**src/rtl/dns_pkg.sv**
```systemverilog
// Shared types and constants for the directional nearest-select block.
// Used by the front, queue, back and top-level files; no dependencies.
`default_nettype none
package dns_pkg;

    localparam int ID_W    = 32;              // window id
    localparam int PT_W    = 17;              // doubled centre coordinate
    localparam int SCR_W   = 15;              // screen size in pixels
    localparam int D_W     = PT_W + 2;        // displacement incl. wrap offset
    localparam int MOP_W   = D_W + 1;         // multiplier operand, signed
    localparam int PROD_W  = 2 * MOP_W;       // multiplier product
    localparam int DEN_W   = 2 * D_W - 1;     // squared length, unsigned
    localparam int LO_W    = D_W;             // low slice of a length operand
    localparam int HI_W    = DEN_W - LO_W;    // high slice of a length operand
    localparam int ACC_W   = D_W + DEN_W + 2; // cross product accumulator
    localparam int ADDR_W  = 5;               // APB byte address
    localparam int DATA_W  = 32;              // APB data
    localparam int IN_TD_W = 72;              // input tdata, padded to bytes

    // register indexes (paddr[4:2])
    localparam logic [2:0] REG_DIRECTION = 3'd0;
    localparam logic [2:0] REG_WRAP      = 3'd1;
    localparam logic [2:0] REG_SCR_W     = 3'd2;
    localparam logic [2:0] REG_SCR_H     = 3'd3;
    localparam logic [2:0] REG_ACTIVE_X2 = 3'd4;
    localparam logic [2:0] REG_ACTIVE_Y2 = 3'd5;
    localparam logic [2:0] REG_ACTIVE_ID = 3'd6;

    typedef struct packed {
        logic [1:0]       direction;
        logic             wrap_enable;
        logic [SCR_W-1:0] width_px;
        logic [SCR_W-1:0] height_px;
        logic [PT_W-1:0]  active_x2;
        logic [PT_W-1:0]  active_y2;
        logic [ID_W-1:0]  active_id;
    } t_cfg;

    // classified candidate, passed from front to back
    typedef struct packed {
        logic [ID_W-1:0] id;
        logic [D_W-1:0]  dx;    // signed
        logic [D_W-1:0]  dy;    // signed
        logic [D_W-1:0]  num;   // signed, component along search direction
        logic            skip;
        logic            zero;
        logic            last;
    } t_entry;

endpackage
`default_nettype wire

```
**src/rtl/dns_front.sv**
```systemverilog
// Front end: takes candidate transactions and classifies them
// (displacement, wrap offset, skip and zero flags). Depends on dns_pkg.
`default_nettype none
module dns_front (
    input  wire dns_pkg::t_cfg              i_cfg,
    input  wire                             i_tvalid,
    output logic                            o_tready,
    input  wire  [dns_pkg::IN_TD_W-1:0]     i_tdata,
    input  wire                             i_tlast,
    input  wire                             i_q_ready,
    output logic                            o_push,
    output dns_pkg::t_entry                 o_entry
);

    logic signed [dns_pkg::D_W-1:0] cx, cy, ax, ay, dx0, dy0, comp0;
    logic signed [dns_pkg::D_W-1:0] off_u, offs, dx, dy, num;
    logic                           horiz, neg, back;

    assign cx = {{2{i_tdata[48]}}, i_tdata[48:32]};
    assign cy = {{2{i_tdata[65]}}, i_tdata[65:49]};
    assign ax = {{2{i_cfg.active_x2[dns_pkg::PT_W-1]}}, i_cfg.active_x2};
    assign ay = {{2{i_cfg.active_y2[dns_pkg::PT_W-1]}}, i_cfg.active_y2};

    assign horiz = ~i_cfg.direction[1];
    assign neg   = ~i_cfg.direction[0];

    assign dx0   = cx - ax;
    assign dy0   = cy - ay;
    assign comp0 = horiz ? dx0 : dy0;
    // behind the search direction
    assign back  = neg ? (comp0 > 0) : (comp0 < 0);

    assign off_u = horiz ? {3'b000, i_cfg.width_px, 1'b0}
                         : {3'b000, i_cfg.height_px, 1'b0};
    assign offs  = neg ? -off_u : off_u;

    assign dx  = (back && i_cfg.wrap_enable && horiz)  ? dx0 + offs : dx0;
    assign dy  = (back && i_cfg.wrap_enable && !horiz) ? dy0 + offs : dy0;
    assign num = neg ? -(horiz ? dx : dy) : (horiz ? dx : dy);

    assign o_tready = i_q_ready;
    assign o_push   = i_tvalid && i_q_ready;

    always_comb begin
        o_entry.id   = i_tdata[dns_pkg::ID_W-1:0];
        o_entry.dx   = dx;
        o_entry.dy   = dy;
        o_entry.num  = num;
        o_entry.skip = back && !i_cfg.wrap_enable;
        o_entry.zero = (dx == '0) && (dy == '0);
        o_entry.last = i_tlast;
    end

endmodule
`default_nettype wire

```
**src/rtl/dns_queue.sv**
```systemverilog
// Two-entry queue of classified candidates between front and back.
// Depends on dns_pkg for the entry type.
`default_nettype none
module dns_queue (
    input  wire                  i_clk,
    input  wire                  i_rst_n,
    input  wire                  i_push,
    input  wire dns_pkg::t_entry i_entry,
    input  wire                  i_pop,
    output dns_pkg::t_entry      o_head,
    output logic                 o_not_empty,
    output logic                 o_not_full
);

    dns_pkg::t_entry r_mem [2];
    logic            r_wr_ptr, r_rd_ptr;
    logic [1:0]      r_count;

    assign o_head      = r_mem[r_rd_ptr];
    assign o_not_empty = (r_count != 2'd0);
    assign o_not_full  = (r_count != 2'd2);

    always_ff @(posedge i_clk) begin
        if (i_push) begin
            r_mem[r_wr_ptr] <= i_entry;
        end
    end

    always_ff @(posedge i_clk) begin
        if (!i_rst_n) begin
            r_wr_ptr <= 1'b0;
            r_rd_ptr <= 1'b0;
            r_count  <= 2'd0;
        end else begin
            if (i_push) begin
                r_wr_ptr <= ~r_wr_ptr;
            end
            if (i_pop) begin
                r_rd_ptr <= ~r_rd_ptr;
            end
            case ({i_push, i_pop})
                2'b10:   r_count <= r_count + 2'd1;
                2'b01:   r_count <= r_count - 2'd1;
                default: r_count <= r_count;
            endcase
        end
    end

endmodule
`default_nettype wire

```
**src/rtl/dns_back.sv**
```systemverilog
// Back end: scores classified candidates with one shared multiplier,
// keeps the best choice and emits the result on the last one. Uses dns_pkg.
`default_nettype none
module dns_back (
    input  wire                         i_clk,
    input  wire                         i_rst_n,
    input  wire dns_pkg::t_cfg          i_cfg,
    input  wire dns_pkg::t_entry        i_q_head,
    input  wire                         i_q_valid,
    output logic                        o_q_pop,
    output logic                        o_tvalid,
    input  wire                         i_tready,
    output logic [dns_pkg::ID_W-1:0]    o_chosen_id,
    output logic                        o_moved
);

    localparam logic [3:0] S_IDLE = 4'd0;
    localparam logic [3:0] S_EVAL = 4'd1;
    localparam logic [3:0] S_SQY  = 4'd2;
    localparam logic [3:0] S_SUM  = 4'd3;
    localparam logic [3:0] S_C1   = 4'd4;
    localparam logic [3:0] S_C2   = 4'd5;
    localparam logic [3:0] S_C3   = 4'd6;
    localparam logic [3:0] S_C4   = 4'd7;
    localparam logic [3:0] S_FIN  = 4'd8;

    logic [3:0]                         r_state, n_state;
    dns_pkg::t_entry                    r_ent;
    logic signed [dns_pkg::PROD_W-1:0]  r_prod;
    logic [dns_pkg::DEN_W-1:0]          r_den;
    logic signed [dns_pkg::ACC_W-1:0]   r_acc_l, r_acc_r;
    logic [dns_pkg::ID_W-1:0]           r_best_id, r_tie_id;
    logic [dns_pkg::D_W-1:0]            r_best_num;
    logic [dns_pkg::DEN_W-1:0]          r_best_den;
    logic                               r_best_valid, r_tie_valid;
    logic                               r_out_valid;
    logic [dns_pkg::ID_W-1:0]           r_out_id;
    logic                               r_out_moved;

    logic signed [dns_pkg::MOP_W-1:0]   mul_a, mul_b;
    logic signed [dns_pkg::ACC_W-1:0]   prod_ext, prod_sh;
    logic [dns_pkg::DEN_W-1:0]          den_new;
    logic [dns_pkg::ID_W-1:0]           chosen;
    logic                               fin_ok, tie_win;

    assign prod_ext = {{(dns_pkg::ACC_W - dns_pkg::PROD_W){r_prod[dns_pkg::PROD_W-1]}},
                       r_prod};
    assign prod_sh  = prod_ext <<< dns_pkg::LO_W;
    assign den_new  = r_den + r_prod[dns_pkg::DEN_W-1:0];
    assign chosen   = (r_best_valid || r_tie_valid) ? r_best_id : i_cfg.active_id;
    assign fin_ok   = !r_out_valid || i_tready;

    // next higher id for right/down, next lower for left/up
    always_comb begin
        if (i_cfg.direction[0]) begin
            tie_win = (r_ent.id > i_cfg.active_id) && (!r_tie_valid || r_ent.id < r_tie_id);
        end else begin
            tie_win = (r_ent.id < i_cfg.active_id) && (!r_tie_valid || r_ent.id > r_tie_id);
        end
    end

    // multiplier operand select; the product is registered in r_prod
    always_comb begin
        case (r_state)
            S_EVAL: begin
                mul_a = {r_ent.dx[dns_pkg::D_W-1], r_ent.dx};
                mul_b = {r_ent.dx[dns_pkg::D_W-1], r_ent.dx};
            end
            S_SQY: begin
                mul_a = {r_ent.dy[dns_pkg::D_W-1], r_ent.dy};
                mul_b = {r_ent.dy[dns_pkg::D_W-1], r_ent.dy};
            end
            S_SUM: begin
                mul_a = {r_ent.num[dns_pkg::D_W-1], r_ent.num};
                mul_b = {1'b0, r_best_den[dns_pkg::LO_W-1:0]};
            end
            S_C1: begin
                mul_a = {r_ent.num[dns_pkg::D_W-1], r_ent.num};
                mul_b = {{(dns_pkg::MOP_W - dns_pkg::HI_W){1'b0}},
                         r_best_den[dns_pkg::DEN_W-1:dns_pkg::LO_W]};
            end
            S_C2: begin
                mul_a = {r_best_num[dns_pkg::D_W-1], r_best_num};
                mul_b = {1'b0, r_den[dns_pkg::LO_W-1:0]};
            end
            S_C3: begin
                mul_a = {r_best_num[dns_pkg::D_W-1], r_best_num};
                mul_b = {{(dns_pkg::MOP_W - dns_pkg::HI_W){1'b0}},
                         r_den[dns_pkg::DEN_W-1:dns_pkg::LO_W]};
            end
            default: begin
                mul_a = '0;
                mul_b = '0;
            end
        endcase
    end

    always_ff @(posedge i_clk) begin
        r_prod <= mul_a * mul_b;
    end

    always_comb begin
        case (r_state)
            S_IDLE:  n_state = i_q_valid ? S_EVAL : S_IDLE;
            S_EVAL:  n_state = (r_ent.skip || r_ent.zero || r_tie_valid) ? S_FIN : S_SQY;
            S_SQY:   n_state = S_SUM;
            S_SUM:   n_state = r_best_valid ? S_C1 : S_FIN;
            S_C1:    n_state = S_C2;
            S_C2:    n_state = S_C3;
            S_C3:    n_state = S_C4;
            S_C4:    n_state = S_FIN;
            S_FIN:   n_state = (r_ent.last && !fin_ok) ? S_FIN : S_IDLE;
            default: n_state = S_IDLE;
        endcase
    end

    assign o_q_pop = (r_state == S_IDLE) && i_q_valid;

    always_ff @(posedge i_clk) begin
        if (!i_rst_n) begin
            r_state      <= S_IDLE;
            r_best_valid <= 1'b0;
            r_tie_valid  <= 1'b0;
            r_out_valid  <= 1'b0;
        end else begin
            r_state <= n_state;
            // a result loaded in S_FIN takes over the handed-off one
            if (r_out_valid && i_tready && !(r_state == S_FIN && r_ent.last)) begin
                r_out_valid <= 1'b0;
            end
            case (r_state)
                S_IDLE: begin
                    if (i_q_valid) begin
                        r_ent <= i_q_head;
                    end
                end
                S_EVAL: begin
                    if (!r_ent.skip && r_ent.zero && r_ent.id != i_cfg.active_id && tie_win) begin
                        r_best_id    <= r_ent.id;
                        r_tie_id     <= r_ent.id;
                        r_tie_valid  <= 1'b1;
                        r_best_valid <= 1'b1;
                    end
                end
                S_SQY: begin
                    r_den <= r_prod[dns_pkg::DEN_W-1:0];
                end
                S_SUM: begin
                    r_den <= den_new;
                    // any score beats no score
                    if (!r_best_valid) begin
                        r_best_id    <= r_ent.id;
                        r_best_num   <= r_ent.num;
                        r_best_den   <= den_new;
                        r_best_valid <= 1'b1;
                    end
                end
                S_C1: begin
                    r_acc_l <= prod_ext;
                end
                S_C2: begin
                    r_acc_l <= r_acc_l + prod_sh;
                end
                S_C3: begin
                    r_acc_r <= prod_ext;
                end
                S_C4: begin
                    // num * best_den > best_num * den, strictly
                    if (r_acc_l > r_acc_r + prod_sh) begin
                        r_best_id  <= r_ent.id;
                        r_best_num <= r_ent.num;
                        r_best_den <= r_den;
                    end
                end
                S_FIN: begin
                    if (r_ent.last && fin_ok) begin
                        r_out_valid  <= 1'b1;
                        r_out_id     <= chosen;
                        r_out_moved  <= (chosen != i_cfg.active_id);
                        r_best_valid <= 1'b0;
                        r_tie_valid  <= 1'b0;
                    end
                end
                default: begin
                end
            endcase
        end
    end

    assign o_tvalid    = r_out_valid;
    assign o_chosen_id = r_out_id;
    assign o_moved     = r_out_moved;

endmodule
`default_nettype wire

```
**src/rtl/directional_nearest_select.sv**
```systemverilog
// Top level: APB register file, front classifier, queue and scoring back end.
// Each queue head passes S_IDLE, S_EVAL and S_FIN if skipped, zero or after a tie,
// adds S_SQY and S_SUM if first scored, and S_C1 to S_C4 for a cross-multiplied
// compare. A new candidate is taken only after S_FIN, as the shared multiplier
// sequence (two squares, four partial cross products) handles one candidate at a time.
// Reset (synchronous, active low): registers to defaults, queue empty, search re-armed.
`default_nettype none
module directional_nearest_select (
    input  wire                          i_clk,
    input  wire                          i_rst_n,
    // tdata: cand_id[31:0], cand_x2[48:32], cand_y2[65:49], zero pad
    input  wire                          i_s_axis_tvalid,
    output logic                         o_s_axis_tready,
    input  wire  [dns_pkg::IN_TD_W-1:0]  i_s_axis_tdata,
    input  wire                          i_s_axis_tlast,
    // tdata: chosen_id[31:0]
    output logic                         o_m_axis_tvalid,
    input  wire                          i_m_axis_tready,
    output logic [dns_pkg::ID_W-1:0]     o_m_axis_tdata,
    // tuser: moved[0]
    output logic                         o_m_axis_tuser,
    input  wire                          psel,
    input  wire                          penable,
    input  wire                          pwrite,
    input  wire  [dns_pkg::ADDR_W-1:0]   paddr,
    input  wire  [dns_pkg::DATA_W-1:0]   pwdata,
    output logic [dns_pkg::DATA_W-1:0]   prdata,
    output logic                         pready
);

    dns_pkg::t_cfg   r_cfg;
    dns_pkg::t_entry front_entry, q_head;
    logic            front_push, q_pop, q_not_empty, q_not_full;
    logic            cfg_wr;

    assign pready = 1'b1;
    assign cfg_wr = psel && penable && pwrite;

    always_ff @(posedge i_clk) begin
        if (!i_rst_n) begin
            r_cfg.direction     <= 2'd1;
            r_cfg.wrap_enable   <= 1'b0;
            r_cfg.width_px      <= 15'd1920;
            r_cfg.height_px     <= 15'd1080;
            r_cfg.active_x2     <= '0;
            r_cfg.active_y2     <= '0;
            r_cfg.active_id     <= '0;
        end else if (cfg_wr) begin
            case (paddr[4:2])
                dns_pkg::REG_DIRECTION: r_cfg.direction     <= pwdata[1:0];
                dns_pkg::REG_WRAP:      r_cfg.wrap_enable   <= pwdata[0];
                dns_pkg::REG_SCR_W:     r_cfg.width_px      <= pwdata[dns_pkg::SCR_W-1:0];
                dns_pkg::REG_SCR_H:     r_cfg.height_px     <= pwdata[dns_pkg::SCR_W-1:0];
                dns_pkg::REG_ACTIVE_X2: r_cfg.active_x2     <= pwdata[dns_pkg::PT_W-1:0];
                dns_pkg::REG_ACTIVE_Y2: r_cfg.active_y2     <= pwdata[dns_pkg::PT_W-1:0];
                dns_pkg::REG_ACTIVE_ID: r_cfg.active_id     <= pwdata[dns_pkg::ID_W-1:0];
                default: begin
                end
            endcase
        end
    end

    always_comb begin
        case (paddr[4:2])
            dns_pkg::REG_DIRECTION: prdata = {30'd0, r_cfg.direction};
            dns_pkg::REG_WRAP:      prdata = {31'd0, r_cfg.wrap_enable};
            dns_pkg::REG_SCR_W:     prdata = {17'd0, r_cfg.width_px};
            dns_pkg::REG_SCR_H:     prdata = {17'd0, r_cfg.height_px};
            dns_pkg::REG_ACTIVE_X2: prdata = {{15{r_cfg.active_x2[dns_pkg::PT_W-1]}},
                                              r_cfg.active_x2};
            dns_pkg::REG_ACTIVE_Y2: prdata = {{15{r_cfg.active_y2[dns_pkg::PT_W-1]}},
                                              r_cfg.active_y2};
            dns_pkg::REG_ACTIVE_ID: prdata = r_cfg.active_id;
            default:                prdata = '0;
        endcase
    end

    dns_front u_front (
        .i_cfg     (r_cfg),
        .i_tvalid  (i_s_axis_tvalid),
        .o_tready  (o_s_axis_tready),
        .i_tdata   (i_s_axis_tdata),
        .i_tlast   (i_s_axis_tlast),
        .i_q_ready (q_not_full),
        .o_push    (front_push),
        .o_entry   (front_entry)
    );

    dns_queue u_queue (
        .i_clk       (i_clk),
        .i_rst_n     (i_rst_n),
        .i_push      (front_push),
        .i_entry     (front_entry),
        .i_pop       (q_pop),
        .o_head      (q_head),
        .o_not_empty (q_not_empty),
        .o_not_full  (q_not_full)
    );

    dns_back u_back (
        .i_clk       (i_clk),
        .i_rst_n     (i_rst_n),
        .i_cfg       (r_cfg),
        .i_q_head    (q_head),
        .i_q_valid   (q_not_empty),
        .o_q_pop     (q_pop),
        .o_tvalid    (o_m_axis_tvalid),
        .i_tready    (i_m_axis_tready),
        .o_chosen_id (o_m_axis_tdata),
        .o_moved     (o_m_axis_tuser)
    );

endmodule
`default_nettype wire
```
**config.mk**
```make
export PLATFORM = sky130hd
export DESIGN_NAME = directional_nearest_select
export DESIGN_NICKNAME = d
export VERILOG_FILES = /design/src/rtl/dns_pkg.sv /design/src/rtl/dns_front.sv /design/src/rtl/dns_queue.sv /design/src/rtl/dns_back.sv /design/src/rtl/directional_nearest_select.sv
export SDC_FILE = /design/constraint.sdc
export NUM_CORES = 2
export LEC_CHECK = 0
export BUFFER_PORTS_ARGS = -buffer_cell sky130_fd_sc_hd__buf_4
export CELL_PAD_IN_SITES_DETAIL_PLACEMENT = 1
export CELL_PAD_IN_SITES_GLOBAL_PLACEMENT = 1
export CORE_UTILIZATION = 55
export CTS_BUF_LIST = sky130_fd_sc_hd__clkbuf_16
export DETAILED_ROUTE_END_ITERATION = 16
export PLACE_DENSITY_LB_ADDON = 0.05
export REMOVE_ABC_BUFFERS = 1
export SLEW_MARGIN = 20
export SYNTH_ARGS = -nofsm -noshare
export SYNTH_HDL_FRONTEND = slang
export SYNTH_SLANG_ARGS = --single-unit
```
**constraint.sdc**
```tcl
create_clock -name i_clk -period 30.9 [get_ports i_clk]
set_input_delay 7.725 -clock i_clk [delete_from_list [all_inputs] [get_ports i_clk]]
set_output_delay 7.725 -clock i_clk [all_outputs]
set_load 0.1 [all_outputs]
```
# After elaboration in Yosys (flattened, before gate mapping)
# Memories as Yosys holds them, arrays and structs flattened. A register that Yosys moved wholly into a read port is not among the register bits.
# Index checks and enable logic that the tools add are counted.
dict set report word_totals {
  regBits 438
  ramBits 184
  output_inout_bits 68
  elab_cells 172
  mem_count 1
}
dict set report op_classes {
  n_addsub 11
  mul 1
  n_lt_le_gt_ge 7
  n_eq_ne 23
  muxes 40
  bitwise 3
  reduce_logical 62
}
# memory depth word_bits read_ports rd_ports_with_merged_regs wr line
set memory_table {}
lappend memory_table {u_queue.r_mem 2 92 1 1 1 dns_queue.sv:15} ;# dns_pkg::t_entry r_mem [2];
# operator n
set ops {}
lappend ops {{one-hot mux 32 bit (7 select lines)} 1}
lappend ops {{two-way mux 19 bit} 8}
lappend ops {{one-hot mux 37 bit (2 select lines)} 2}
lappend ops {{two-way mux 32 bit} 4}
lappend ops {{one-hot mux 20 bit (6 select lines)} 1}
lappend ops {{one-hot mux 58 bit (2 select lines)} 1}
lappend ops {{one-hot mux 32 bit (3 select lines)} 1}
lappend ops {{one-hot mux 20 bit (4 select lines)} 1}
lappend ops {{two-way mux 37 bit} 2}
lappend ops {{greater-than comparator 32 bit} 2}
lappend ops {{< comparator 32 bit} 2}
lappend ops {{!= test 32 bit} 2}
lappend ops {{adder 40 x 58 -> 58 bit} 1}
lappend ops {{adder 58 bit} 1}
lappend ops {{greater-than comparator 58 bit} 1}
lappend ops {{multiplier 20 x 20 -> 40 bit} 1}
lappend ops {{adder 19 bit} 2}
lappend ops {{logical NOT 19 bit} 2}
lappend ops {{negation 19 bit} 2}
lappend ops {{one-hot mux 19 bit (2 select lines)} 1}
lappend ops {{adder 37 bit} 1}
lappend ops {{one-hot mux 4 bit (9 select lines)} 1}
lappend ops {{subtractor 17 x 17 -> 18 bit} 2}
lappend ops {{AND reduction 2 bit} 10}
lappend ops {{33 further kinds} 95}

# Depth between registers and ports, before layout
dict set report depth {
  depth_word 10
  ltp_mapped 38
  mapped_depth_nobuf 33
}

# Hierarchy
# From an unflattened synthesis, not the netlist that was laid out.
dict set report unflattened {
  cells_unflattened 5590
  hier_area_um2 56484.2
}
# mod n_inst cells_per_inst area_per_inst_um2
set by_module_without_submodules {}
lappend by_module_without_submodules {dns_back 1 3860 38699.6}
lappend by_module_without_submodules {dns_queue 1 308 6827.8}
lappend by_module_without_submodules {dns_front 1 942 6413.7}
lappend by_module_without_submodules {directional_nearest_select 1 480 4543.1}

# Worst setup path before layout
# Ideal clock, no wire load.
dict set report synth_path {
  path_type {input port to output port}
  start {input port paddr[2] in the netlist's numbering}
  end {output port prdata[1] in the netlist's numbering}
  t_arrival_ps 10486
  setup_slack_ps 12689
  cell_stages 5
  n_path_buf 3
  cell_sequence {clkbuf_1 clkbuf_1 buf_1 a311oi_1 a21oi_1}
}
dict set report synth_via {
  elab_chain_len 2
}
# item line
set synth_lines {}
lappend synth_lines {{from (decl)} directional_nearest_select.sv:25} ;# input wire [dns_pkg::ADDR_W-1:0] paddr,
lappend synth_lines {{equality test 3 bit (tied with other cells)} directional_nearest_select.sv:64} ;# case (paddr[4:2])
lappend synth_lines {{one-hot mux 32 bit (7 select lines) *} directional_nearest_select.sv:64}
lappend synth_lines {{to (decl)} directional_nearest_select.sv:27} ;# output logic [dns_pkg::DATA_W-1:0] prdata,
# Every way passes the cells marked *; elsewhere a longest branch is shown, timed or not.

# Worst setup path after layout
dict set report layout_path {
  start {input port paddr[4] in the netlist's numbering}
  end {output port prdata[2] in the netlist's numbering}
}
# Same word-level chain as after synthesis.

==> metrics.txt <==
grt total ovfl=0; largest net degree at the start of global routing=96; Yosys cell types=91; post-route ant nets=0; cell count along the critical path=5; Post-synth EDFFs=564; GP Congestion=just over 0.9; Final Critical Period=17.71 ns; power share of the sequential group=0.333; vias per cell=between 6 and 7; Comb power frac=0.399; CP Capture Type=output port; IO Count=185; antenna violations before repair=1; share of post-route cells with drive strength above 1=0.105; crit start category=primary input; P_int=0.00236 W; status=finished clean; post-synth top area share=0.311; ys async rst share=0; number of max-cap violations=0; worst path bufs/invs=2; starting density of the core=0.555; critical path's largest stage delay=0.87 ns; min-delay src=u_back.r_ent[3]$_DFFE_PP_; CP top delay family=simple AND/OR/NAND/NOR gates; top cells by area, synth=edfxtp_1 (31%), fa_1 (15%), ha_1 (9.5%), dfxtp_1 (5.5%), inv_1 (4.5%); commonest non-fill, non-tap cell in the layout=inv_1; CTS buffer count=82; CP Class=in2out; number of gates resized after CTS=0; Die X=317 um; total track usage=0.351; top_reg_cell synth=edfxtp_1; Sw Ratio=0.389; CTS tree=done; Syn Std Cell Area=54500 um2; RSZ-0062 raised after global routing=no; r2r worst-path depth=29; fin crit share=0.573; Slowest-stage cell, CP=nor2b_1; average wire per standard cell=between 20 and 30 um; TNS Setup=0 ns; # fillers=10600; clock skew=approximately 0.053 ns; CTS sink count=714; Critical Path, Cell by Cell=buf_4 -> nor2b_1 -> nor2b_1 -> a221o_1 -> buf_4; Min Hold Slack=0.441 ns; Worst setup startpoint=paddr[4]; Syn-to-layout area delta=10.7%; Final Hold Viols=0; flip-flop and latch count after synthesis=714; Multi-input gate area=~32000 um2; via count=about 42000; DR iter-0 viols=2577; Die Span Y=317 um; Slew Viols, Final=0; Longest Clk Path Bufs=3; leading area contributor after synthesis=edfxtp_1; CP max FO=26; WL final=about 180000 um; Register Area=~20000 um2; Seq/Total Area, Yosys=0.366; R2R Setup Slk=about 20 ns; global-route wire length before repair=266000 um; Pwr per Cell Area=~64 nW/um2; number of buffers added on ports=175; Switch Pwr=0.00150 W; worst rel slew slack=0.223; Static Leak=26.1 nW; final setup violating endpoints=0; clock-pin transition on the worst setup and hold timing paths=0.06 ns; # DRC=0; Worst EP required=around 23 ns; Clk pwr share=0.268; Hold Path Class=reg2reg; Slew @ Worst Pin=1.16 ns; vias in the first global route=45900; H-tree level count=3; Max Fclk=0.0565 GHz; first drt pass iteration count=5; post-CTS setup buffers=0; worst reg2reg startpoint=u_back.r_state[1]$_SDFF_PN0_; Layout Nets=between 6000 and 7000; maximum vdd drop=between 0.00005 and 0.00006 V; clk_lat worst skew=0.68 ns; detailed-placement wirelength estimate=between 100000 and 150000 um; row cnt=115; crit path DAT=9.98 ns; Post-Syn Instances=5393; Syn Area/Cell=10.1 um2; worst hold path cell count=0; core area=98300 um2; commonest cells after routing, fill and taps aside=inv_1 (672), nand2_1 (611), edfxtp_1 (564); DIE AREA=100000 um2; CTS Hold Bufs=0; Clock Root Buffer=clkbuf_16; Syn. warnings=0
path summary, 6_finish.rpt:
check,endpoint
max,prdata[2]
min,u_back.r_best_num[0]$_DFFE_PP_
max reg2reg,u_back.r_prod[38]$_DFF_P_
min reg2reg,u_back.r_best_num[0]$_DFFE_PP_
synth_stat cells, types with 56 or more instances:
cell type	n
mux2_2	129
xor2_1	93
inv_1	661
edfxtp_1	564
nand2_1	612
clkbuf_1	163
a21o_1	127
nor2_1	369
dfxtp_1	150
o21a_1	57
a21oi_1	310
and3_1	63
nand3_1	94
nor3_1	64
nor2b_1	56
nand2b_1	62
fa_1	415
o21ai_0	224
ha_1	412
xnor2_1	137
power by group through the flow:
stage                     clock (W)  sequential, W  combinational, W
final                       0.00104        0.00129           0.00154
after global routing        0.00108        0.00129           0.00168
after CTS                   0.00105        0.00129           0.00153
after floorplan                   0        0.00129           0.00100
after detailed placement          0        0.00131           0.00151
after global placement            0        0.00130           0.00143
metal layers:
layer  up-vias  wire [um]  share of wire  GRT usage
met2      1375      87900           0.50      0.615
met5         -          0              0          0
met3       472       9530          0.054     0.0451
met4         0      10800          0.061      0.200
met1     21600      67600           0.38      0.414
li1      18900          -              -          -
stage by stage:
stage	cells	util	setup slack, ns	area [um2]	power, W
after floorplan	5216	-	12.55	53800	0.00230
after global placement	6750	0.585	13.19	57500	0.00273
after detailed placement	6750	0.585	13.23	57500	0.00281
after CTS	6902	0.614	13.23	60400	0.00387
after global routing	6903	0.615	13.02	60400	0.00405
final	6904	0.615	13.19	60400	0.00387
registers in the layout, summed over array words and instances (netlist names), 2 cells and up:
name and flops:
r_cfg 99, u_back.o_chosen_id 32, u_back.r_acc_l 58, u_back.r_acc_r 40, u_back.r_best_den 37, u_back.r_best_id 32, u_back.r_best_num 19, u_back.r_den 37
u_back.r_ent 92, u_back.r_prod 40, u_back.r_state 4, u_back.r_tie_id 32, u_queue.r_count 2, u_queue.r_mem 184
cell type report:
class	instances	area share
Antenna cell	1	0.0000414
Clock buffer	83	0.0344
Clock inverter	69	0.0130
Inverter	661	0.0411
Multi-Input combinational cell	3841	0.524
Sequential cell	714	0.330
Tap cell	1287	0.0267
Timing Repair Buffer	248	0.0310
cell families after synthesis:
family / share of synthesized area
mux: 0.0371
other cells: 0.0000688
simple gates: 0.128
flops: 0.366
compound gates: 0.128
buf+inv: 0.0581
xor+xnor: 0.0369
fa+ha+maj: 0.247
Power figures use the tool's default switching activity.
